### src/tns_pkg.sv
// Shared types and character constants for the text normaliser.
package tns_pkg;

  localparam logic [7:0] CH_SPACE  = 8'h20;
  localparam logic [7:0] CH_PERIOD = 8'h2E;
  localparam logic [7:0] CH_DASH   = 8'h2D;
  localparam logic [7:0] CH_NL     = 8'h0A;
  localparam logic [7:0] CH_QUEST  = 8'h3F;
  localparam logic [7:0] CH_BANG   = 8'h21;
  localparam logic [7:0] CH_UP_A   = 8'h41;
  localparam logic [7:0] CH_UP_Z   = 8'h5A;
  localparam logic [7:0] CH_LO_A   = 8'h61;
  localparam logic [7:0] CH_LO_Z   = 8'h7A;
  localparam logic [7:0] CASE_GAP  = 8'd32;

  typedef struct packed {
    logic joining;
    logic space_owed;
    logic after_space_or_start;
    logic after_period;
  } norm_state_t;

  localparam norm_state_t STATE_RESET = '{
    joining: 1'b0,
    space_owed: 1'b0,
    after_space_or_start: 1'b1,
    after_period: 1'b0
  };

  typedef struct packed {
    logic [7:0] out_char;
    logic       has_char;
    logic       last;
  } result_t;

  // Per-item outcome of the classifier
  typedef struct packed {
    logic [1:0]  count;
    result_t     first;
    result_t     second;
    norm_state_t state_next;
  } step_t;

endpackage

### src/tns_classify.sv
// Combinational byte classifier and state update for one input transfer.
module tns_classify import tns_pkg::*; (
  input  logic [7:0]  in_char,
  input  logic        end_of_text,
  input  norm_state_t state,
  output step_t       step
);

  logic [7:0]  c;
  logic        is_letter;
  logic [1:0]  n;
  result_t     r0;
  result_t     r1;
  norm_state_t s;

  always_comb begin
    if (in_char inside {[CH_UP_A:CH_UP_Z]}) begin
      c = in_char + CASE_GAP;
    end else if (in_char == CH_NL) begin
      c = CH_SPACE;
    end else if (in_char == CH_QUEST || in_char == CH_BANG) begin
      c = CH_PERIOD;
    end else begin
      c = in_char;
    end
    is_letter = c inside {[CH_LO_A:CH_LO_Z]};
  end

  always_comb begin
    s  = state;
    n  = 2'd0;
    r0 = '{out_char: 8'h00, has_char: 1'b0, last: 1'b0};
    r1 = '{out_char: 8'h00, has_char: 1'b0, last: 1'b0};

    if (c == CH_DASH) begin
      s.joining = 1'b1;
    end else if (state.joining && c == CH_SPACE) begin
      // swallowed by the join
    end else if (c == CH_PERIOD && !state.after_period) begin
      s.space_owed = 1'b0;
      r0 = '{out_char: CH_PERIOD, has_char: 1'b1, last: 1'b0};
      n = 2'd1;
      s.after_period = 1'b1;
      s.after_space_or_start = 1'b0;
      s.joining = 1'b0;
    end else if (c == CH_SPACE && !state.after_space_or_start && !state.after_period) begin
      s.space_owed = 1'b1;
      s.after_space_or_start = 1'b1;
      s.after_period = 1'b0;
    end else if (is_letter) begin
      if (state.space_owed) begin
        r0 = '{out_char: CH_SPACE, has_char: 1'b1, last: 1'b0};
        r1 = '{out_char: c, has_char: 1'b1, last: 1'b0};
        n = 2'd2;
      end else begin
        r0 = '{out_char: c, has_char: 1'b1, last: 1'b0};
        n = 2'd1;
      end
      s.space_owed = 1'b0;
      s.after_space_or_start = 1'b0;
      s.after_period = 1'b0;
      s.joining = 1'b0;
    end

    if (end_of_text) begin
      case (n)
        2'd0: begin
          r0 = '{out_char: 8'h00, has_char: 1'b0, last: 1'b1};
          n = 2'd1;
        end
        2'd1: r0.last = 1'b1;
        2'd2: r1.last = 1'b1;
        default: r0.last = 1'b1;
      endcase
      s = STATE_RESET;
    end

    step.count      = n;
    step.first      = r0;
    step.second     = r1;
    step.state_next = s;
  end

endmodule

### src/tns_out_buffer.sv
// Two-entry result register between the classifier and the output channel.
module tns_out_buffer import tns_pkg::*; (
  input  logic       clk,
  input  logic       rst,
  input  logic       push,
  input  logic [1:0] push_count,
  input  result_t    push_first,
  input  result_t    push_second,
  output logic       can_push,
  output logic       out_valid,
  input  logic       out_ready,
  output result_t    head
);

  result_t    slot0;
  result_t    slot1;
  logic [1:0] count;
  logic       pop;

  assign pop       = out_valid && out_ready;
  assign out_valid = (count != 2'd0);
  assign head      = slot0;
  // Room for a worst-case pair once this cycle's transfer has left
  assign can_push  = (count == 2'd0) || (count == 2'd1 && out_ready);

  always_ff @(posedge clk) begin
    if (rst) begin
      count <= 2'd0;
    end else if (push) begin
      count <= push_count;
    end else if (pop) begin
      count <= count - 2'd1;
    end
  end

  always_ff @(posedge clk) begin
    if (push) begin
      slot0 <= push_first;
      slot1 <= push_second;
    end else if (pop) begin
      slot0 <= slot1;
    end
  end

`ifndef NO_ASSERTIONS
  a_count_bound: assert property (@(posedge clk) disable iff (rst) count != 2'd3)
    else $error("result buffer count out of range");
  a_push_room: assert property (@(posedge clk) disable iff (rst)
    push && count != 2'd0 |-> count == 2'd1 && pop)
    else $error("push into a buffer that still holds results");
`endif

endmodule

### src/text_normalizer_stream.sv
// Top level of the streaming text normaliser.
// One text byte is taken per cycle and cleaned to lower-case letters, single
// spaces and periods; a held space is released only before the next letter,
// so a letter that releases one gives two results and the input stalls
// while the pair drains. All rules are evaluated combinationally from the
// four-bit state register; results wait in a two-entry output register, and a
// byte is taken only while that register has room for a pair once this cycle's
// output transfer has left, so a result that is not taken holds the input. With
// out_ready high the rate is one item per cycle apart from those pair stalls.
// The final byte of a text always yields a result with last set (a bare
// marker with has_char low if it emits nothing) and returns the state to reset.
module text_normalizer_stream import tns_pkg::*; (
  input  logic       clk,
  input  logic       rst,
  input  logic       in_valid,
  output logic       in_ready,
  input  logic [7:0] in_char,
  input  logic       end_of_text,
  output logic       out_valid,
  input  logic       out_ready,
  output logic [7:0] out_char,
  output logic       has_char,
  output logic       last
);

  norm_state_t state;
  step_t       step;
  result_t     head;
  logic        accept;
  logic        can_push;

  assign in_ready = can_push;
  assign accept   = in_valid && in_ready;

  tns_classify u_classify (
    .in_char     (in_char),
    .end_of_text (end_of_text),
    .state       (state),
    .step        (step)
  );

  always_ff @(posedge clk) begin
    if (rst) begin
      state <= STATE_RESET;
    end else if (accept) begin
      state <= step.state_next;
    end
  end

  tns_out_buffer u_out_buffer (
    .clk         (clk),
    .rst         (rst),
    .push        (accept && step.count != 2'd0),
    .push_count  (step.count),
    .push_first  (step.first),
    .push_second (step.second),
    .can_push    (can_push),
    .out_valid   (out_valid),
    .out_ready   (out_ready),
    .head        (head)
  );

  assign out_char = head.out_char;
  assign has_char = head.has_char;
  assign last     = head.last;

`ifndef NO_ASSERTIONS
  a_bare_is_last: assert property (@(posedge clk) disable iff (rst)
    out_valid && !has_char |-> last)
    else $error("bare end marker without last");
  a_end_resets: assert property (@(posedge clk) disable iff (rst)
    accept && end_of_text |=> state == STATE_RESET)
    else $error("state not cleared after end of text");
  a_char_set: assert property (@(posedge clk) disable iff (rst)
    out_valid && has_char |->
      (out_char >= CH_LO_A && out_char <= CH_LO_Z) ||
      out_char == CH_SPACE || out_char == CH_PERIOD)
    else $error("emitted byte outside the cleaned set");
  a_owed_after_space: assert property (@(posedge clk) disable iff (rst)
    state.space_owed |-> state.after_space_or_start && !state.after_period)
    else $error("held space in inconsistent state");
`endif

endmodule

### config.mk
export PLATFORM = sky130hd
export DESIGN_NAME = text_normalizer_stream
export DESIGN_NICKNAME = d
export VERILOG_FILES = /design/src/tns_pkg.sv /design/src/tns_classify.sv /design/src/tns_out_buffer.sv /design/src/text_normalizer_stream.sv
export SDC_FILE = /design/constraint.sdc
export NUM_CORES = 1
export LEC_CHECK = 0
export BUFFER_PORTS_ARGS = -buffer_cell sky130_fd_sc_hd__clkbuf_2
export CORE_UTILIZATION = 59
export CTS_CLUSTER_SIZE = 40
export DETAILED_ROUTE_END_ITERATION = 7
export PLACE_DENSITY = 0.86
export SLEW_MARGIN = 20
export SYNTH_ARGS = -nofsm -noshare
export SYNTH_HDL_FRONTEND = slang
export SYNTH_SLANG_ARGS = --single-unit
### constraint.sdc
create_clock -name clk -period 5.2 [get_ports clk]
set_clock_uncertainty 0.15 [all_clocks]
set_input_delay 0.78 -clock clk [delete_from_list [all_inputs] [get_ports clk]]
set_output_delay 0.78 -clock clk [all_outputs]
set_load 0.005 [all_outputs]
==> qor.yml <==
irDropWorstVdd_mv: 0.181
design_power_total_uw: 506
syn_area_sq_mm: 0.00147
min_delay_path_depth: 2
dp_hpwl_um: 2180
synthesis.yosys.warnings: 0
critical_path_arrival_ns: 2.80
final_min_period_over_clock_period: 0.563
drt-vias-per-instance: 5.83
postSynthRegisterBits: 26
final_hold_viol_count: 0
max_cap_viol_count: 0
gr-usage-met3: 0.0351
setup.worst_path.end_class: "register"
drc: 0
top_level_ports: 25
worstSetupPathType: "input pin to register"
firstDrtPassIters: 4
synth.lib_cells_used.distinct: 48
status: "completed"
globalRouteMet1Util: 0.291
crit_path_start_kind: "input pin"
path_max_fanout: 17
sequential_cell_area_fraction_in_the_yosys_report: 0.491
critical-path-slowest-cell: "o311ai_1"
tritoncts: "yes"
ys_async_sr_fraction: 0
route.antenna.remaining_nets: 0
die_area_sq_mm: 0.00269
layout_commonest_cell: "clkbuf_2"
min_period_ns: 2.93
core_area_sq_mm: 0.00228
route.detailed.wl_per_inst_um: 14.3
r2r_cells: 8
global_route.usage.met2: 0.385
chipHeight_um: 51.9
rsz0062_at_grt: "no"
cts_htree_levels: 1
initial_utilization: 0.645
commonest_non_fill_non_tap_cells_in_the_layout: "24 x clkbuf_2, 20 x edfxtp_1, 13 x inv_1, 13 x nor2_1, 11 x a21oi_1"
vias: 1120
grt_start_max_net_pins: 18
critical_path.max_stage_delay_ns: 0.42
placed_cells: 188
totalNegativeSetupSlack_ns: 0
cts.sinks: 26
layout.nets: 181
post_cts_resize_count: 0
cts.reportedPaths.clkPinSlew_ns: 0.13
cp_cell_sequence: "clkbuf_2 -> a21oi_1 -> o21bai_1 -> o311ai_1 -> nand3_2 -> a21o_4 -> inv_6 -> or2_2"
layout.cells.non_filler: 192
highest_attainable_clock_frequency_mhz: 341
cp_data_required_time_ns: 5.07
path_delay_family: "compound AO/OA/AOI/OAI gates"
tritoncts.num_buffers: 3
drive_gt1_frac: 0.287
grt_pass1_wl_um: 4500
hp-class: "register to register"
global_route.peak_usage_layer: "met2"
wirelength_um: 2750
antennaDiodeCount: 0
power.static_leakage_uw: 0.000691
die_width_um: 51.9
detail_route.iter0.violations: 34
ctsRootBufferMaster: "clkbuf_4"
clock_latency_ns: 0.31
timing.final.setup_violations: 0
grt_pass1_vias: 1015
cts_buffer_depth: 2
post_dp_cell_area_sq_mm: 0.00160
finalWeightedCongestion: 0.918
port_buffers: 24
synthToLayoutAreaGrowth_pct: 10.6
worst-path-stages: 8
antenna_found_initial: 0
post_cts_hold_buffer_count: 0
syn-instance-count: 139
post-cts-setup-buffers: 0
design_area_sq_mm: 0.00162
synth_area_per_cell_sq_um: 10.6
synth-edff-count: 20
synthFlopType: "edfxtp_1"
synth_fp_nets: 155
row_count: 17
grt.total_usage: 0.231
critPathBufInv: 2
grt_remaining_overflow: 0
timing.final.max_slew_violations: 0
power_per_cell_area_mw_per_mm2: 312
[metal layers]
metal  share of wire  up-vias  routed length (um)
li1                -      562                   -
met1            0.44      514                1200
met2            0.50       34                1370
met3           0.034       10                  94
met4           0.032        0                  87
met5               0        -                   0
[metrics by stage]
step | hold slack [ns] | worst slack [ns] | util
floorplan | 0.305 | 2.32 | -
global placement | 0.354 | 2.07 | 0.702
detailed placement | 0.358 | 1.97 | 0.702
CTS | 0.375 | 2.31 | 0.714
global route | 0.413 | 2.14 | 0.714
finish | 0.377 | 2.27 | 0.714
[where the power goes]
group / total [uW] / internal [uW] / switching [uW]
sequential: 275 / 265 / 10.5
combinational: 147 / 62.9 / 84.3
clock: 83.7 / 28.1 / 55.6
[cells by family (layout without fill, tap and decap cells)]
family                   after synthesis  after routing  synth area share
other                                  1              1           0.00255
XOR/XNOR                               1              1           0.00596
AND/OR/NAND/NOR                       50             50             0.198
multiplexers                           4              4            0.0383
adder cells (fa/ha/maj)                3              3            0.0256
AO/OA/AOI/OAI                         36             36             0.176
buffers and inverters                 18             43            0.0630
flip-flops                            26             26             0.491
[cells in the mapped netlist (2+ instances only)]
| cell | number | area (sq um) |
|---|---|---|
| edfxtp_1 | 20 | 601 |
| inv_1 | 13 | 48.8 |
| nor2_1 | 13 | 48.8 |
| a21oi_1 | 11 | 55.1 |
| nand2_1 | 7 | 26.3 |
| o21ai_0 | 7 | 35.0 |
| dfxtp_1 | 6 | 120 |
| a21o_1 | 4 | 30.0 |
| nor3_1 | 4 | 20.0 |
| ha_1 | 3 | 37.5 |
| mux2_4 | 3 | 45.0 |
| nor4_1 | 3 | 18.8 |
| or2_2 | 3 | 18.8 |
| and2_1 | 2 | 12.5 |
| and4_1 | 2 | 17.5 |
| buf_4 | 2 | 15.0 |
| nand3_1 | 2 | 10.0 |
| nand4_1 | 2 | 12.5 |
| o21bai_1 | 2 | 15.0 |
| or3_1 | 2 | 12.5 |
[state kept, by name, summed over array words and instances (netlist names)]
register            cells
u_out_buffer.head      10
u_out_buffer.slot1     10
state                   4
u_out_buffer.count      2
[path summary, 6_finish.rpt]
path | endpoint | startpoint | slack (ns)
setup / recovery | u_out_buffer.head[6] | in_char[0] | 2.27
hold reg to reg | state[0] | state[0] | 0.38
setup reg to reg | u_out_buffer.head[6] | u_out_buffer.count[0] | 3.12
hold / removal | state[0] | state[0] | 0.38
[worst register-to-register path, delay by kind of cell (launching register included)]
family | cells | cell delay (ns)
AND/OR/NAND/NOR | 3 | 0.68
buffers and inverters | 3 | 0.23
flip-flops | 1 | 0.39
AO/OA/AOI/OAI | 1 | 0.17
adder cells (fa/ha/maj) | 1 | 0.21
[final cells by class]
class / instances / area (sq um)
Clock buffer: 3 / 22.5
Fill cell: 181 / 652
Timing Repair Buffer: 24 / 120
Sequential cell: 26 / 721
Tap cell: 28 / 35.0
Clock inverter: 1 / 3.75
Inverter: 15 / 66.3
Multi-Input combinational cell: 95 / 656
No activity file was read; power rests on OpenSTA's default activity.
